File: src/hw/rtl/i2cmbe_pkg.sv
// Shared constants, codes and types of the I2C master byte engine.
package i2cmbe_pkg;

  localparam int unsigned PhaseW   = 16;
  localparam int unsigned TimeoutW = 8;
  localparam int unsigned ByteW    = 8;
  localparam int unsigned AddrW    = 3;
  localparam int unsigned DataW    = 32;

  localparam logic [PhaseW-1:0]   PHASE_TICKS_RST   = 16'd100;
  localparam logic [TimeoutW-1:0] TIMEOUT_LIMIT_RST = 8'd250;
  localparam logic [3:0]          BITS_PER_BYTE     = 4'd8;

  // Register indexes, taken from paddr[2].
  localparam logic REG_PHASE_TICKS   = 1'b0;
  localparam logic REG_TIMEOUT_LIMIT = 1'b1;

  // Command codes on the op field.
  localparam logic [1:0] OP_START = 2'd0;
  localparam logic [1:0] OP_STOP  = 2'd1;
  localparam logic [1:0] OP_WRITE = 2'd2;
  localparam logic [1:0] OP_READ  = 2'd3;

  typedef struct packed {
    logic [PhaseW-1:0]   phase_ticks;
    logic [TimeoutW-1:0] timeout_limit;
  } cfg_t;

endpackage

File: src/hw/rtl/i2cmbe_if.sv
// Valid/ready channel interfaces for ticks in and bus results out.
interface i2cmbe_tick_if;
  logic       valid;
  logic       ready;
  logic       cmd_valid;
  logic [1:0] op;
  logic [7:0] tx_byte;
  logic       send_ack;
  logic       sda_sample;

  modport source (output valid, cmd_valid, op, tx_byte, send_ack, sda_sample, input ready);
  modport sink (input valid, cmd_valid, op, tx_byte, send_ack, sda_sample, output ready);
endinterface

interface i2cmbe_res_if;
  logic       valid;
  logic       ready;
  logic       scl_level;
  logic       sda_level;
  logic       busy_res;
  logic       done_res;
  logic [7:0] rx_byte;
  logic       ack_error;

  modport source (output valid, scl_level, sda_level, busy_res, done_res, rx_byte, ack_error,
                  input ready);
  modport sink (input valid, scl_level, sda_level, busy_res, done_res, rx_byte, ack_error,
                output ready);
endinterface

File: src/hw/rtl/i2cmbe_cfg.sv
// APB register file holding the bus phase length and the acknowledge timeout.
module i2cmbe_cfg (
  input  logic                         clk_i,
  input  logic                         rst_ni,
  input  logic                         psel,
  input  logic                         penable,
  input  logic                         pwrite,
  input  logic [i2cmbe_pkg::AddrW-1:0] paddr,
  input  logic [i2cmbe_pkg::DataW-1:0] pwdata,
  output logic [i2cmbe_pkg::DataW-1:0] prdata,
  output logic                         pready,
  output i2cmbe_pkg::cfg_t             cfg_o
);

  i2cmbe_pkg::cfg_t cfg_q;
  logic             wr_en;

  assign pready = 1'b1;
  assign wr_en  = psel && penable && pwrite;
  assign cfg_o  = cfg_q;

  always_ff @(posedge clk_i or negedge rst_ni) begin
    if (!rst_ni) begin
      cfg_q.phase_ticks   <= i2cmbe_pkg::PHASE_TICKS_RST;
      cfg_q.timeout_limit <= i2cmbe_pkg::TIMEOUT_LIMIT_RST;
    end else if (wr_en) begin
      unique case (paddr[2])
        i2cmbe_pkg::REG_PHASE_TICKS: begin
          cfg_q.phase_ticks <= pwdata[i2cmbe_pkg::PhaseW-1:0];
        end
        default: begin
          cfg_q.timeout_limit <= pwdata[i2cmbe_pkg::TimeoutW-1:0];
        end
      endcase
    end
  end

  always_comb begin
    unique case (paddr[2])
      i2cmbe_pkg::REG_PHASE_TICKS: begin
        prdata = {{(i2cmbe_pkg::DataW - i2cmbe_pkg::PhaseW){1'b0}}, cfg_q.phase_ticks};
      end
      default: begin
        prdata = {{(i2cmbe_pkg::DataW - i2cmbe_pkg::TimeoutW){1'b0}}, cfg_q.timeout_limit};
      end
    endcase
  end

endmodule

File: src/hw/rtl/i2c_master_byte_engine.sv
// Top level of the I2C master byte engine: command sequencer and result register.
// The result of a tick is written into the output register at the clock edge of its transfer.
// Throughput: one tick per cycle; the input stalls only while a held result is not taken.
// Each tick updates the sequencer state and the result register in the same clock edge.
// Reset (rst_ni low, asynchronous) idles the sequencer, releases SCL and SDA, and loads
// the register defaults of 100 ticks per phase and an acknowledge timeout of 250.
module i2c_master_byte_engine (
  input  logic                         clk_i,
  input  logic                         rst_ni,
  i2cmbe_tick_if.sink                  tick_i,
  i2cmbe_res_if.source                 res_o,
  input  logic                         psel,
  input  logic                         penable,
  input  logic                         pwrite,
  input  logic [i2cmbe_pkg::AddrW-1:0] paddr,
  input  logic [i2cmbe_pkg::DataW-1:0] pwdata,
  output logic [i2cmbe_pkg::DataW-1:0] prdata,
  output logic                         pready
);

  typedef enum logic [2:0] {
    CMD_IDLE,
    CMD_START,
    CMD_STOP,
    CMD_WRITE,
    CMD_READ
  } cmd_e;

  i2cmbe_pkg::cfg_t cfg;

  cmd_e                          cmd_q, cmd_d;
  logic [1:0]                    ps_q, ps_d;
  logic [3:0]                    bc_q, bc_d;
  logic [7:0]                    shift_q, shift_d;
  logic [i2cmbe_pkg::PhaseW-1:0] div_q, div_d;
  logic [7:0]                    wait_q, wait_d;
  logic                          scl_q, scl_d;
  logic                          sda_q, sda_d;
  logic                          ack_q, ack_d;
  logic                          err_q, err_d;

  logic                          res_valid_q;
  logic                          busy_q, busy_d;
  logic                          done_q, done_d;

  logic                          accept;
  logic                          enter;
  logic [i2cmbe_pkg::PhaseW-1:0] pt;

  i2cmbe_cfg u_cfg (
    .clk_i   (clk_i),
    .rst_ni  (rst_ni),
    .psel    (psel),
    .penable (penable),
    .pwrite  (pwrite),
    .paddr   (paddr),
    .pwdata  (pwdata),
    .prdata  (prdata),
    .pready  (pready),
    .cfg_o   (cfg)
  );

  assign tick_i.ready = !res_valid_q || res_o.ready;
  assign accept       = tick_i.valid && tick_i.ready;
  assign pt = (cfg.phase_ticks == '0) ? {{(i2cmbe_pkg::PhaseW-1){1'b0}}, 1'b1} : cfg.phase_ticks;

  // SCL and SDA levels of a phase.
  function automatic logic [1:0] phase_levels(cmd_e cmd, logic [1:0] ps, logic [3:0] bc,
                                              logic [7:0] shift, logic ack, logic [1:0] cur);
    logic [1:0] lv;
    lv = cur;
    unique case (cmd)
      CMD_START: begin
        if (ps == 2'd0) lv = 2'b11;
        else if (ps == 2'd1) lv = 2'b10;
        else lv = 2'b00;
      end
      CMD_STOP: begin
        if (ps == 2'd0) lv = 2'b00;
        else if (ps == 2'd1) lv = 2'b10;
        else lv = 2'b11;
      end
      CMD_WRITE: begin
        if (bc < i2cmbe_pkg::BITS_PER_BYTE) lv = {ps == 2'd1, shift[7]};
        else if (ps == 2'd0 || ps == 2'd3) lv = 2'b01;
        else lv = 2'b11;
      end
      CMD_READ: begin
        if (bc < i2cmbe_pkg::BITS_PER_BYTE) lv = {ps == 2'd1, 1'b1};
        else lv = {ps == 2'd1, !ack};
      end
      default: begin
        lv = cur;
      end
    endcase
    return lv;
  endfunction

  always_comb begin
    cmd_d   = cmd_q;
    ps_d    = ps_q;
    bc_d    = bc_q;
    shift_d = shift_q;
    div_d   = div_q;
    wait_d  = wait_q;
    scl_d   = scl_q;
    sda_d   = sda_q;
    ack_d   = ack_q;
    err_d   = err_q;
    busy_d  = 1'b0;
    done_d  = 1'b0;
    enter   = 1'b0;

    if (cmd_q == CMD_IDLE) begin
      if (tick_i.cmd_valid) begin
        busy_d = 1'b1;
        ps_d   = 2'd0;
        bc_d   = 4'd0;
        enter  = 1'b1;
        unique case (tick_i.op)
          i2cmbe_pkg::OP_START: begin
            cmd_d = CMD_START;
          end
          i2cmbe_pkg::OP_STOP: begin
            cmd_d = CMD_STOP;
          end
          i2cmbe_pkg::OP_WRITE: begin
            cmd_d   = CMD_WRITE;
            shift_d = tick_i.tx_byte;
            err_d   = 1'b0;
          end
          default: begin
            cmd_d   = CMD_READ;
            shift_d = 8'd0;
            ack_d   = tick_i.send_ack;
          end
        endcase
      end
    end else begin
      busy_d = 1'b1;
      if (cmd_q == CMD_WRITE && bc_q >= i2cmbe_pkg::BITS_PER_BYTE && ps_q == 2'd2) begin
        // Acknowledge poll.
        if (!tick_i.sda_sample) begin
          ps_d  = 2'd3;
          enter = 1'b1;
        end else if (wait_q >= cfg.timeout_limit) begin
          err_d = 1'b1;
          cmd_d = CMD_STOP;
          ps_d  = 2'd0;
          enter = 1'b1;
        end else begin
          wait_d = wait_q + 8'd1;
        end
      end else if (div_q >= pt) begin
        unique case (cmd_q)
          CMD_START, CMD_STOP: begin
            ps_d = ps_q + 2'd1;
            if (ps_q == 2'd2) done_d = 1'b1;
            else enter = 1'b1;
          end
          CMD_WRITE: begin
            if (bc_q < i2cmbe_pkg::BITS_PER_BYTE) begin
              if (ps_q == 2'd2) begin
                shift_d = {shift_q[6:0], 1'b0};
                ps_d    = 2'd0;
                bc_d    = bc_q + 4'd1;
              end else begin
                ps_d = ps_q + 2'd1;
              end
              enter = 1'b1;
            end else if (ps_q == 2'd3) begin
              done_d = 1'b1;
            end else begin
              ps_d = ps_q + 2'd1;
              if (ps_q == 2'd1) wait_d = 8'd0;
              enter = 1'b1;
            end
          end
          CMD_READ: begin
            if (bc_q < i2cmbe_pkg::BITS_PER_BYTE) begin
              if (ps_q == 2'd1) shift_d = {shift_q[6:0], tick_i.sda_sample};
              if (ps_q >= 2'd2) begin
                ps_d = 2'd0;
                bc_d = bc_q + 4'd1;
              end else begin
                ps_d = ps_q + 2'd1;
              end
              enter = 1'b1;
            end else begin
              ps_d = ps_q + 2'd1;
              if (ps_q >= 2'd2) done_d = 1'b1;
              else enter = 1'b1;
            end
          end
          default: begin
            done_d = 1'b1;
          end
        endcase
      end else begin
        div_d = div_q + {{(i2cmbe_pkg::PhaseW-1){1'b0}}, 1'b1};
      end

      if (done_d) begin
        cmd_d = CMD_IDLE;
        ps_d  = 2'd0;
        bc_d  = 4'd0;
        div_d = '0;
      end
    end

    if (enter) begin
      div_d = {{(i2cmbe_pkg::PhaseW-1){1'b0}}, 1'b1};
      {scl_d, sda_d} = phase_levels(cmd_d, ps_d, bc_d, shift_d, ack_d, {scl_q, sda_q});
    end
  end

  always_ff @(posedge clk_i or negedge rst_ni) begin
    if (!rst_ni) begin
      cmd_q       <= CMD_IDLE;
      ps_q        <= 2'd0;
      bc_q        <= 4'd0;
      shift_q     <= 8'd0;
      div_q       <= '0;
      wait_q      <= 8'd0;
      scl_q       <= 1'b1;
      sda_q       <= 1'b1;
      ack_q       <= 1'b0;
      err_q       <= 1'b0;
      res_valid_q <= 1'b0;
      busy_q      <= 1'b0;
      done_q      <= 1'b0;
    end else begin
      if (accept) begin
        cmd_q       <= cmd_d;
        ps_q        <= ps_d;
        bc_q        <= bc_d;
        shift_q     <= shift_d;
        div_q       <= div_d;
        wait_q      <= wait_d;
        scl_q       <= scl_d;
        sda_q       <= sda_d;
        ack_q       <= ack_d;
        err_q       <= err_d;
        busy_q      <= busy_d;
        done_q      <= done_d;
        res_valid_q <= 1'b1;
      end else if (res_o.ready) begin
        res_valid_q <= 1'b0;
      end
    end
  end

  assign res_o.valid     = res_valid_q;
  assign res_o.scl_level = scl_q;
  assign res_o.sda_level = sda_q;
  assign res_o.busy_res  = busy_q;
  assign res_o.done_res  = done_q;
  assign res_o.rx_byte   = shift_q;
  assign res_o.ack_error = err_q;

  a_bit_count_range: assert property (@(posedge clk_i) disable iff (!rst_ni)
    bc_q <= i2cmbe_pkg::BITS_PER_BYTE)
    else $error("bit count beyond one byte");

  a_idle_timer_clear: assert property (@(posedge clk_i) disable iff (!rst_ni)
    cmd_q == CMD_IDLE |-> (div_q == '0 && ps_q == 2'd0 && bc_q == 4'd0))
    else $error("idle sequencer with live phase state");

  a_done_leaves_idle: assert property (@(posedge clk_i) disable iff (!rst_ni)
    res_valid_q && done_q |-> cmd_q == CMD_IDLE && busy_q)
    else $error("completion reported while a command is still running");

  a_stall_holds_state: assert property (@(posedge clk_i) disable iff (!rst_ni)
    !accept |=> $stable(cmd_q) && $stable(div_q) && $stable(shift_q))
    else $error("sequencer state moved without a tick transfer");

endmodule
File: src/flat_wrapper.sv
// flat-port wrapper written by rule: the top's interface ports become plain ports
module i2c_master_byte_engine_flat 
  (clk_i, rst_ni, psel, penable, pwrite, paddr, pwdata, prdata, pready, tick_i_valid, tick_i_cmd_valid, tick_i_op, tick_i_tx_byte, tick_i_send_ack, tick_i_sda_sample, tick_i_ready, res_o_valid, res_o_scl_level, res_o_sda_level, res_o_busy_res, res_o_done_res, res_o_rx_byte, res_o_ack_error, res_o_ready);
  i2cmbe_tick_if tick_i_i ();
  i2cmbe_res_if res_o_i ();
  input  logic clk_i;
  input  logic rst_ni;
  input  logic psel;
  input  logic penable;
  input  logic pwrite;
  input  logic [i2cmbe_pkg::AddrW-1:0] paddr;
  input  logic [i2cmbe_pkg::DataW-1:0] pwdata;
  output logic [i2cmbe_pkg::DataW-1:0] prdata;
  output logic pready;
  input wire logic [$bits(tick_i_i.valid)-1:0] tick_i_valid;
  input wire logic [$bits(tick_i_i.cmd_valid)-1:0] tick_i_cmd_valid;
  input wire logic [$bits(tick_i_i.op)-1:0] tick_i_op;
  input wire logic [$bits(tick_i_i.tx_byte)-1:0] tick_i_tx_byte;
  input wire logic [$bits(tick_i_i.send_ack)-1:0] tick_i_send_ack;
  input wire logic [$bits(tick_i_i.sda_sample)-1:0] tick_i_sda_sample;
  output wire logic [$bits(tick_i_i.ready)-1:0] tick_i_ready;
  output wire logic [$bits(res_o_i.valid)-1:0] res_o_valid;
  output wire logic [$bits(res_o_i.scl_level)-1:0] res_o_scl_level;
  output wire logic [$bits(res_o_i.sda_level)-1:0] res_o_sda_level;
  output wire logic [$bits(res_o_i.busy_res)-1:0] res_o_busy_res;
  output wire logic [$bits(res_o_i.done_res)-1:0] res_o_done_res;
  output wire logic [$bits(res_o_i.rx_byte)-1:0] res_o_rx_byte;
  output wire logic [$bits(res_o_i.ack_error)-1:0] res_o_ack_error;
  input wire logic [$bits(res_o_i.ready)-1:0] res_o_ready;
  assign tick_i_i.valid = tick_i_valid;
  assign tick_i_i.cmd_valid = tick_i_cmd_valid;
  assign tick_i_i.op = tick_i_op;
  assign tick_i_i.tx_byte = tick_i_tx_byte;
  assign tick_i_i.send_ack = tick_i_send_ack;
  assign tick_i_i.sda_sample = tick_i_sda_sample;
  assign tick_i_ready = tick_i_i.ready;
  assign res_o_valid = res_o_i.valid;
  assign res_o_scl_level = res_o_i.scl_level;
  assign res_o_sda_level = res_o_i.sda_level;
  assign res_o_busy_res = res_o_i.busy_res;
  assign res_o_done_res = res_o_i.done_res;
  assign res_o_rx_byte = res_o_i.rx_byte;
  assign res_o_ack_error = res_o_i.ack_error;
  assign res_o_i.ready = res_o_ready;
  i2c_master_byte_engine u_core (.clk_i(clk_i), .rst_ni(rst_ni), .tick_i(tick_i_i), .res_o(res_o_i), .psel(psel), .penable(penable), .pwrite(pwrite), .paddr(paddr), .pwdata(pwdata), .prdata(prdata), .pready(pready));
endmodule
File: config.mk
export PLATFORM = sky130hd
export DESIGN_NAME = i2c_master_byte_engine_flat
export DESIGN_NICKNAME = d
export VERILOG_FILES = /design/src/hw/rtl/i2cmbe_pkg.sv /design/src/hw/rtl/i2cmbe_if.sv /design/src/hw/rtl/i2cmbe_cfg.sv /design/src/hw/rtl/i2c_master_byte_engine.sv /design/src/flat_wrapper.sv
export SDC_FILE = /design/constraint.sdc
export NUM_CORES = 1
export LEC_CHECK = 0
export BUFFER_PORTS_ARGS = -buffer_cell sky130_fd_sc_hd__buf_2
export CORE_ASPECT_RATIO = 1.4
export CORE_MARGIN = 4
export CORE_UTILIZATION = 35
export CTS_BUF_LIST = sky130_fd_sc_hd__clkbuf_4 sky130_fd_sc_hd__clkbuf_8 sky130_fd_sc_hd__clkbuf_16
export CTS_CLUSTER_DIAMETER = 60
export DETAILED_ROUTE_END_ITERATION = 7
export PLACE_DENSITY = 0.59
export SETUP_SLACK_MARGIN = 0.15
export SLEW_MARGIN = 15
export SYNTH_ARGS = -nofsm -noshare
export SYNTH_HDL_FRONTEND = slang
export SYNTH_SLANG_ARGS = --single-unit
File: constraint.sdc
create_clock -name clk_i -period 4.65 [get_ports clk_i]
set_input_delay 0.465 -clock clk_i [delete_from_list [all_inputs] [get_ports clk_i]]
set_output_delay 0.465 -clock clk_i [all_outputs]
set_load 0.02 [all_outputs]
==> results of run 1 <==
power breakdown:
group / total, µW / switching (µW) / internal, µW / leakage [µW]
clock: 731 / 272 / 459 / 0.000155
sequential: 922 / 157 / 765 / 0.000911
combinational: 1270 / 800 / 472 / 0.00168
total: 2920 / 1230 / 1700 / 0.00274
area by class of cell:
cell class	instances	area (µm²)	share of cell area
Multi-Input combinational cell	422	2950	0.503
Clock buffer	12	267	0.0454
Tap cell	189	236	0.0403
Sequential cell	72	1820	0.309
Clock inverter	4	51.3	0.00874
Timing Repair Buffer	73	383	0.0653
Inverter	43	161	0.0275
logic make-up after synthesis:
group,Yosys count,synth area share
simple gates,189,0.189
compound gates,134,0.191
buf+inv,81,0.0784
flops,72,0.356
fa+ha+maj,40,0.0980
mux,31,0.0674
xor+xnor,11,0.0189
other cells,2,0.00147
sequential cells by signal, summed over array words and instances (netlist names), 2 cells and up:
| signal | flops |
|---|---|
| u_core.res_o.rx_byte | 8 |
| u_core.bc_q | 4 |
| u_core.cmd_q | 3 |
| u_core.u_cfg.cfg_o | 24 |
| u_core.ps_q | 2 |
| u_core.div_q | 16 |
| u_core.wait_q | 8 |
per-layer routing:
| metal | GRT usage | wire length, µm | up-vias |
|---|---|---|---|
| met5 | 0 | 0 | - |
| met4 | 0.0643 | 289 | 0 |
| met3 | 0.0256 | 640 | 17 |
| met2 | 0.290 | 6840 | 137 |
| met1 | 0.194 | 5370 | 2137 |
| li1 | - | - | 2095 |
final timing paths:
| check | slack, ps | endpoint | cells after the start | startpoint |
|---|---|---|---|---|
| max in group asynchronous | 3690 | u_core.u_cfg.cfg_o[13] | 2 | rst_ni |
| worst max-delay path | 550 | u_core.res_o.scl_level | 15 | u_core.u_cfg.cfg_o[18] |
| worst min register to register | 470 | u_core.res_o.sda_level | 2 | u_core.res_o.sda_level |
| worst max register to register | 550 | u_core.res_o.scl_level | 15 | u_core.u_cfg.cfg_o[18] |
| worst min-delay path | 130 | u_core.res_o.rx_byte[1] | 1 | rst_ni |
| min in group clk_i | 360 | u_core.u_cfg.cfg_o[18] | 2 | pwdata[10] |
repair_timing:
item                                    CTS  global route
setup buffers                             0             0
endpoints found under the setup margin    0             1
hold buffers                              0             0
endpoints found under the hold margin     0             0
resized for setup                         0             2
synthesized netlist by cell type (all sizes together), types with 7 or more instances:
library cell,instances
o21ai,44
nand2b,8
nor4,7
mux2,27
a211oi,9
dfstp,11
buf,27
xnor2,8
nand3,25
and3,10
a22oi,7
dfrtp,61
nor2,45
ha,40
nor3,10
nand4,9
nand2,54
inv,43
clkbuf,11
a21oi,22
worst max-delay path, stage by stage (launching register included):
cell       delay (ps)
dfrtp_1           390
nor4_1            390
a41o_1            240
ha_1              220
nand2b_1          150
a2111oi_2         410
o32a_4            260
nand2_2            60
nand3_1           110
mux2i_1            90
a2111oi_2         470
a21oi_1           160
ha_1              310
a21boi_1          140
o2111a_1          240
o41a_1            400
metrics by stage:
step                      instances  power (µW)   util  setup slack, ps
after floorplan                 575        1840      -              782
after global placement          799        2150  0.385              386
after detailed placement        799        2190  0.385              307
after CTS                       815        2930  0.407              259
after global routing            815        3120  0.408              291
final                           815        2920  0.408              552
placed cells by master, fill, tap and decap left out, types with 6 or more instances in the layout:
| cell | n |
|---|---|
| buf_2 | 66 |
| dfrtp_1 | 61 |
| nand2_1 | 52 |
| inv_1 | 43 |
| nor2_1 | 43 |
| o21ai_0 | 41 |
| ha_1 | 40 |
| mux2_2 | 27 |
| nand3_1 | 24 |
| a21oi_1 | 21 |
| conb_1 | 17 |
| dfstp_2 | 11 |
| nand4_1 | 9 |
| and3_1 | 9 |
| clkbuf_16 | 9 |
| nor3_1 | 8 |
| nand2b_1 | 8 |
| xnor2_1 | 8 |
| a22oi_1 | 7 |
| buf_4 | 7 |
| nor4_1 | 6 |
| a31oi_1 | 6 |
| a211oi_1 | 6 |
==> metrics.md, run 1 <==
| Metric | Value |
|---|---|
| Hold Crit Class | `input pin to asynchronous set/reset pin` |
| Final WL | `roughly 13000 µm` |
| Setup TNS | `0 ps` |
| WP data arrival | `around 4400 ps` |
| Port Buffers | `67` |
| Fill cell count | `1455` |
| Final ANT Viol Nets | `0` |
| Overall die height | `~150 µm` |
| Final critical-path share of the clock period | `0.881` |
| Clock insertion delay at the later pin of the skew report | `340 ps` |
| Seq cells post-synth | `between 70 and 80` |
| Fin crit period | `4100 ps` |
| Max H-tree Level | `3` |
| Max Root-Sink Buffers | `2` |
| CP required | `4910 ps` |
| Status | `complete, no violations` |
| Die area | `16600 µm²` |
| Syn Area/Cell | `between 9 and 10 µm²` |
| CTS buffer count | `9` |
| Pwr dens | `between 400 and 500 nW/µm²` |
| Fmax | `0.244 GHz` |
| Post-synth ARST share | `1.00` |
| Vias | `4386` |
| Clock slew at reported path FFs | `60 ps` |
| GPL Wtd Cong | `just under 0.9` |
| Unique masters post-synth | `79` |
| Final non-filler cell area | `between 5000 and 6000 µm²` |
| Synth Cell Area | `5110 µm²` |
| GRT Total Usage | `0.163` |
| Crit Path Class | `flip-flop to flip-flop` |
| WL/cell | `16.1 µm` |
| Layout cells sized above 1 | `0.248` |
| Crit start category | `flip-flop` |
| Top_reg_cell synth | `dfrtp_1` |
| Cells after synthesis | `560` |
| Slew @ Worst Pin | `between 900 and 1000 ps` |
| Hold Slack | `roughly 130 ps` |
| Peak supply drop | `259 µV` |
| Synthesis Warnings | `0` |
| Largest net degree at the start of global routing | `47` |
| Row count | `52` |
| Core ar. | `~14000 µm²` |
| CP max FO | `4` |
| RSZ-0062 raised after global routing | `no` |
| Pre-antenna DRT Iters | `5` |
| Placement Cell Area | `about 5500 µm²` |
| Routed vias/inst | `approximately 5.4` |
| Clk sinks | `72` |
| Final setup fails | `0` |
| Drt first-iter violations | `roughly 190` |
| Seq/Total Area, Yosys | `0.356` |
| Num ports | `103` |
| Root Driver | `clkbuf_16` |
| Top post-synthesis cells by area | `dfrtp_1, ha_1, mux2_2` |
| Max-Cap Viols | `0` |
| Initial Util | `0.355` |
| Number of global-route vias before repair | `~4400` |
| Area growth syn-to-layout | `14.9%` |
| CTS tree | `built` |
| Dpl hpwl | `a little over 10000 µm` |
| Clock skew | `7.59 ps` |
| Post-route DRC | `0` |
| Leak pwr | `~0.0027 µW` |
| Initial antenna violation count | `0` |
| Max-slew violations | `0` |
| Slew headroom | `0.378` |
| CP endpoint kind | `flip-flop` |
| Share of the synthesized area in the top cell type | `0.299` |
| Layout Nets | `between 700 and 800` |
| Number of synthesized flops with an enable pin | `0` |
| First-pass GRT wire length | `about 21000 µm` |
| ANT cells | `0` |
| Final Hold Viols | `0` |
| DIE WIDTH | `110 µm` |
| Cell taking the most area after synthesis | `dfrtp_1` |
| Grt total ovfl | `0` |
Power figures use the tool's default switching activity.
==> run 2: changes to the inputs <==
- CORE_MARGIN: 4 -> 2
- REMOVE_ABC_BUFFERS: default -> 1
- SYNTH_HIERARCHICAL: default -> 1
==> metrics.md, run 2 <==
| Metric | Value |
|---|---|
| RSZ-0062 raised after global routing | `no` |
| DIE WIDTH | `between 100 and 150 µm` |
| Area of the multi-input gates | `3120 µm²` |
| Final critical-path share of the clock period | `0.887` |
| Max-slew violations | `0` |
| Routed vias/inst | `5.26` |
| Row count | `between 50 and 60` |
| Initial Util | `0.354` |
| Synth Cell Area | `about 5300 µm²` |
| Fmax | `between 0.2 and 0.25 GHz` |
| Grt total ovfl | `0` |
| Slowest CP cell | `dfstp_2` |
| Post-route DRC | `0` |
| Vias | `about 4300` |
| Syn Area/Cell | `9.30 µm²` |
| Num ports | `103` |
| Pwr dens | `about 440 nW/µm²` |
| Overall die height | `approximately 150 µm` |
| Sw Pwr | `approximately 1000 µW` |
| CTS tree | `built` |
| Number of flip-flops in the largest register | `24` |
| First-pass GRT wire length | `21200 µm` |
| Cell taking the most area after synthesis | `dfrtp_1` |
| Final setup fails | `0` |
| Crit path largest cell delay | `between 500 and 600 ps` |
| Post-synth ARST share | `1.00` |
| Most common cell after layout, fill and taps aside | `buf_2` |
| Area growth syn-to-layout | `13.5%` |
| Seq cells post-synth | `~70` |
| Top_reg_cell synth | `dfrtp_1` |
| Clock insertion delay at the later pin of the skew report | `around 340 ps` |
| WL/cell | `between 15 and 20 µm` |
| Final ANT Viol Nets | `0` |
| Crit Path Class | `flip-flop to flip-flop` |
| Top-count cell post-synth | `dfrtp_1` |
| Cell internal pwr | `between 1500 and 2000 µW` |
| Slew headroom | `0.365` |
| Hold_buf cts | `0` |
| GRT Total Usage | `0.164` |
| Crit start category | `flip-flop` |
| ANT cells | `0` |
| Leak pwr | `between 0.002 and 0.003 µW` |
| Unique masters post-synth | `between 70 and 80` |
| Most frequent cells in the layout | `buf_2, dfrtp_1, nand2_1, nor2_1, ha_1` |
| Fin crit period | `4120 ps` |
| Max H-tree Level | `3` |
| Die area | `16000 µm²` |
| Clock Power Share | `0.265` |
| CP endpoint kind | `flip-flop` |
| Hold Crit Class | `input pin to flip-flop` |
| GPL Wtd Cong | `a little under 0.9` |
| CTS buffer count | `9` |
| Sw Share | `0.390` |
| Synthesis Warnings | `6` |
| Max-Cap Viols | `0` |
| Root Driver | `clkbuf_16` |
| Pre-antenna DRT Iters | `4` |
| Core ar. | `between 10000 and 15000 µm²` |
| Slew @ Worst Pin | `between 900 and 1000 ps` |
| Layout cells sized above 1 | `0.255` |
| Final Hold Viols | `0` |
| Max Root-Sink Buffers | `2` |
| Sequential share of power | `0.359` |
| Setup TNS | `0 ps` |
| Status | `complete, no violations` |
| Final WL | `roughly 13000 µm` |
| Drt first-iter violations | `141` |
| Largest net degree at the start of global routing | `73` |
| Fill cell count | `between 1500 and 2000` |
| Peak supply drop | `roughly 200 µV` |
| Comb pwr share | `0.376` |
| Dpl hpwl | `9560 µm` |
| Clock skew | `8.38 ps` |
| WP data arrival | `~4400 ps` |
| Seq/Total Area, Yosys | `0.345` |
| CP required | `4920 ps` |
| Clk sinks | `72` |
| Register area | `around 1800 µm²` |
| Port Buffers | `67` |
| Layout Nets | `717` |
| Top cell by count, worst path | `a21oi_1` |
| Top cells by instance count after synthesis | `dfrtp_1, nand2_1, nor2_1` |
| Top post-synthesis cells by area | `dfrtp_1, ha_1, dfstp_2` |
| Clock slew at reported path FFs | `around 60 ps` |
| Cells along the critical path | `nor4_2, a41o_1, ha_1, nand2b_1, a2111oi_2, o311a_2, a21oi_1, nand3_1, mux2i_1, a221oi_2, a21oi_1, ha_1, or2_2, a211oi_1, a21oi_1, o21ai_1` |
| Initial antenna violation count | `0` |
| Share of the synthesized area in the top cell type | `0.290` |
| Hold Slack | `around 340 ps` |
| Number of global-route vias before repair | `about 4300` |
| Cells after synthesis | `between 500 and 600` |
| Number of synthesized flops with an enable pin | `0` |
| CP max FO | `7` |
==> run 2: worst paths after layout <==
check / end / cells after the start / slack (ps) / startpoint
worst max-delay path: u_core/res_o.sda_level / 16 / 530 / u_core/u_cfg/cfg_o[13]
min in group asynchronous: u_core/res_o.rx_byte[2] / 2 / 350 / rst_ni
max in group asynchronous: u_core/div_q[6] / 2 / 3670 / rst_ni
worst min register to register: u_core/res_o.done_res / 2 / 480 / u_core/res_o.done_res
worst max register to register: u_core/res_o.sda_level / 16 / 530 / u_core/u_cfg/cfg_o[13]
worst min-delay path: u_core/res_o.valid / 2 / 340 / tick_i_valid
==> run 2: timing repair <==
item,in CTS,in global routing
setup buffers,0,0
gates resized for setup,0,4
endpoints found under the setup margin,0,2
==> run 2: cell type report <==
| class | instances | area share |
|---|---|---|
| inverters | 37 | 0.0233 |
| well taps | 192 | 0.0403 |
| multi-input cells | 433 | 0.523 |
| clock buffers | 9 | 0.0378 |
| flip-flops and latches | 72 | 0.304 |
| repair buffers | 69 | 0.0587 |
| clock inverters | 7 | 0.0120 |
==> run 2: per-layer routing <==
metal / global-route usage / share of wire / vias to the layer above
li1: - / - / 2109
met1: 0.195 / 0.43 / 2073
met2: 0.294 / 0.52 / 104
met3: 0.0306 / 0.039 / 19
met4: 0.0558 / 0.020 / 0
met5: 0 / 0 / -
==> run 2: through the flow <==
| step | instances | power, µW | setup slack, ps | util | cell area (µm²) |
|---|---|---|---|---|---|
| global route | 819 | 2790 | 166 | 0.401 | 5960 |
| global placement | 803 | 1880 | 360 | 0.380 | 5640 |
| CTS | 819 | 2620 | 249 | 0.400 | 5940 |
| detailed placement | 803 | 1910 | 305 | 0.380 | 5640 |
| finish | 819 | 2610 | 525 | 0.401 | 5960 |
| floorplan | 542 | 1610 | 1020 | - | 5050 |
==> run 2: worst max-delay path, delay by kind of cell, from the launching register on <==
family | cells | cell delay (ps)
multiplexers | 1 | 180
adder cells (fa/ha/maj) | 2 | 510
AND/OR/NAND/NOR | 4 | 710
flip-flops | 1 | 570
AO/OA/AOI/OAI | 9 | 2100
==> run 2: power groups by stage <==
| stage | logic [µW] | clock network, µW | registers, µW |
|---|---|---|---|
| 2_1_floorplan | 655 | 0 | 953 |
| 3_3_place_gp | 945 | 0 | 935 |
| 3_5_place_dp | 965 | 0 | 945 |
| 4_1_cts | 975 | 711 | 935 |
| 5_1_grt | 1090 | 741 | 963 |
| 6_report | 979 | 691 | 936 |
==> run 2: cell families after synthesis <==
logic type                 after synthesis  share of synthesized area
and+or+nand+nor                        197                      0.193
AOI/OAI and AO/OA                      127                      0.179
buffers and inverters                   75                     0.0759
DFF                                     72                      0.345
adders and majority gates               40                     0.0952
muxes                                   37                     0.0855
xor gates and xnor gates                15                     0.0250
other                                    2                    0.00143
==> run 3: changes to the inputs <==
==> constraint.sdc (replaced) <==
create_clock -name clk_i -period 5.3 [get_ports clk_i]
set_input_delay 1.06 -clock clk_i [delete_from_list [all_inputs] [get_ports clk_i]]
set_output_delay 1.06 -clock clk_i [all_outputs]
set_load 0.02 [all_outputs]
==> metrics.md, run 3 (same netlist as run 2, synthesis figures left out) <==
| Metric | Value |
|---|---|
| Status | `complete, no violations` |
| Core ar. | `~15000 µm²` |
| Comb pwr share | `0.363` |
| Dpl hpwl | `9630 µm` |
| Hold Slack | `between 400 and 500 ps` |
| Root Driver | `clkbuf_16` |
| Initial Util | `0.354` |
| Crit path largest cell delay | `520 ps` |
| Crit start category | `flip-flop` |
| CTS tree | `built` |
| Sw Share | `0.374` |
| Die area | `between 15000 and 20000 µm²` |
| Clock slew at reported path FFs | `approximately 50 ps` |
| Placement Cell Area | `5630 µm²` |
| Post-route DRC | `0` |
| Critical path depth in cells | `16` |
| Final ANT Viol Nets | `0` |
| Row count | `53` |
| Worst Path Buf+Inv | `0` |
| Grt total ovfl | `0` |
| Layout Nets | `approximately 700` |
| Pre-antenna DRT Iters | `4` |
| Number of global-route vias before repair | `about 4300` |
| RSZ-0062 raised after global routing | `no` |
| First-pass GRT wire length | `about 21000 µm` |
| DIE WIDTH | `approximately 110 µm` |
| Slew @ Worst Pin | `932 ps` |
| Finished Layout Cells | `between 800 and 900` |
| Largest net degree at the start of global routing | `73` |
| ANT cells | `0` |
| Most frequent cells in the layout | `buf_2, dfrtp_1, nand2_1, nor2_1, ha_1` |
| Final non-filler cell area | `about 6000 µm²` |
| Most common cell after layout, fill and taps aside | `buf_2` |
| WL/cell | `15.3 µm` |
| GRT Total Usage | `0.163` |
| Setup Buffers After CTS | `0` |
| Crit Path Class | `flip-flop to flip-flop` |
| CP endpoint kind | `flip-flop` |
| Setup TNS | `0 ps` |
| Area growth syn-to-layout | `13.5%` |
| Cells after DPL | `around 800` |
| CTS buffer count | `9` |
| Num ports | `roughly 100` |
| Routed vias/inst | `about 5.3` |
| GPL Wtd Cong | `just over 0.9` |
| Worst reg2reg path startpoint | `u_core/u_cfg/cfg_o[18]` |
| Max-Cap Viols | `0` |
| Hold_buf cts | `0` |
| Top delay family on crit path | `compound AO/OA/AOI/OAI gates` |
| Clock skew | `roughly 11 ps` |
| Fmax | `0.227 GHz` |
| Post_cts resized | `0` |
| CP max FO | `7` |
| Clk sinks | `between 70 and 80` |
| Reg2Reg Depth | `16` |
| Layout cells sized above 1 | `0.248` |
| Clock insertion delay at the later pin of the skew report | `340 ps` |
| Overall die height | `149 µm` |
| Peak supply drop | `173 µV` |
| Worst reg2reg endpoint | `u_core/res_o.sda_level` |
| Final Hold Viols | `0` |
| Max H-tree Level | `3` |
| Hold Crit Class | `flip-flop to flip-flop` |
| Sequential share of power | `0.350` |
| Pwr dens | `between 300 and 400 nW/µm²` |
| Max Root-Sink Buffers | `2` |
| Slew headroom | `0.379` |
| Fin crit period | `approximately 4400 ps` |
| Critical Path End | `u_core/res_o.sda_level` |
| CP required | `approximately 5600 ps` |
| Max-slew violations | `0` |
| Final WL | `~13000 µm` |
| Sw Pwr | `about 900 µW` |
| Slowest CP cell | `a221oi_1` |
| Cell internal pwr | `~1500 µW` |
| Top cell by count, worst path | `a21oi_1` |
| R2R setup slack | `around 890 ps` |
| Port Buffers | `67` |
| Worst Setup SP | `u_core/u_cfg/cfg_o[18]` |
| Cells along the critical path | `nor4_1, a41o_1, ha_1, nand2b_1, a2111oi_2, o311a_2, a21oi_1, nand3_1, mux2i_1, a221oi_1, a21oi_1, ha_1, or2_2, a211oi_1, a21oi_1, o21ai_1` |
| Leak pwr | `between 0.002 and 0.003 µW` |
| Final critical-path share of the clock period | `0.832` |
| Initial antenna violation count | `0` |
| Final setup fails | `0` |
| Clock Power Share | `0.287` |
| Drt first-iter violations | `220` |
| Vias | `between 4000 and 5000` |
| Design Power | `2340 µW` |
| Number of flip-flops in the largest register | `24` |
| WP data arrival | `4670 ps` |
run 3: changes by cell type in the layout (fill, tap and decap cells not counted), moves of 2 or more:
| cell | previous run | this run |
|---|---|---|
| clkbuf_8 | 0 | 2 |
| a221oi_1 | 1 | 3 |
| clkinvlp_4 | 3 | 0 |
| nor4_1 | 2 | 4 |
| nor4_2 | 3 | 1 |
| a221oi_2 | 2 | 0 |
run 3: worst min-delay path: stages (launching register included):
cell	delay (ps)
dfrtp_1	330
nand2_1	50
o31ai_1	50
run 3: how the worst min path moves through the flow:
stage | start | to | depth (start not counted)
finish | u_core/res_o.done_res | u_core/res_o.done_res | 2
CTS | u_core/res_o.done_res | u_core/res_o.done_res | 2
detailed placement | u_core/res_o.done_res | u_core/res_o.done_res | 2
global placement | u_core/res_o.busy_res | u_core/res_o.busy_res | 2
floorplan | u_core/ack_q | u_core/ack_q | 1
global route | u_core/res_o.busy_res | u_core/res_o.busy_res | 2
run 3: layout make-up:
cell class	instances	area [µm²]
clock inverter	5	78.8
sequential	72	1820
tap	192	240
fill	1529	8890
inverter	37	139
multi-input combinational	433	3100
clock buffer	11	253
timing repair buffer	68	343
run 3: metrics by stage:
step	setup WS [ps]	utilization
after CTS	875	0.402
after detailed placement	906	0.379
final	888	0.402
after floorplan	1670	-
after global placement	976	0.379
after global routing	419	0.402
run 3: metal layers:
layer | track usage | share of wire | vias up
met3 | 0.0306 | 0.040 | 16
li1 | - | - | 2103
met2 | 0.285 | 0.52 | 110
met5 | 0 | 0 | -
met4 | 0.0545 | 0.013 | 0
met1 | 0.200 | 0.43 | 2124
run 3: power groups by stage:
stage / registers [µW] / logic, µW / clock network, µW
3_5_place_dp: 830 / 849 / 0
2_1_floorplan: 836 / 575 / 0
4_1_cts: 821 / 855 / 686
5_1_grt: 843 / 949 / 716
3_3_place_gp: 820 / 829 / 0
6_report: 820 / 849 / 671
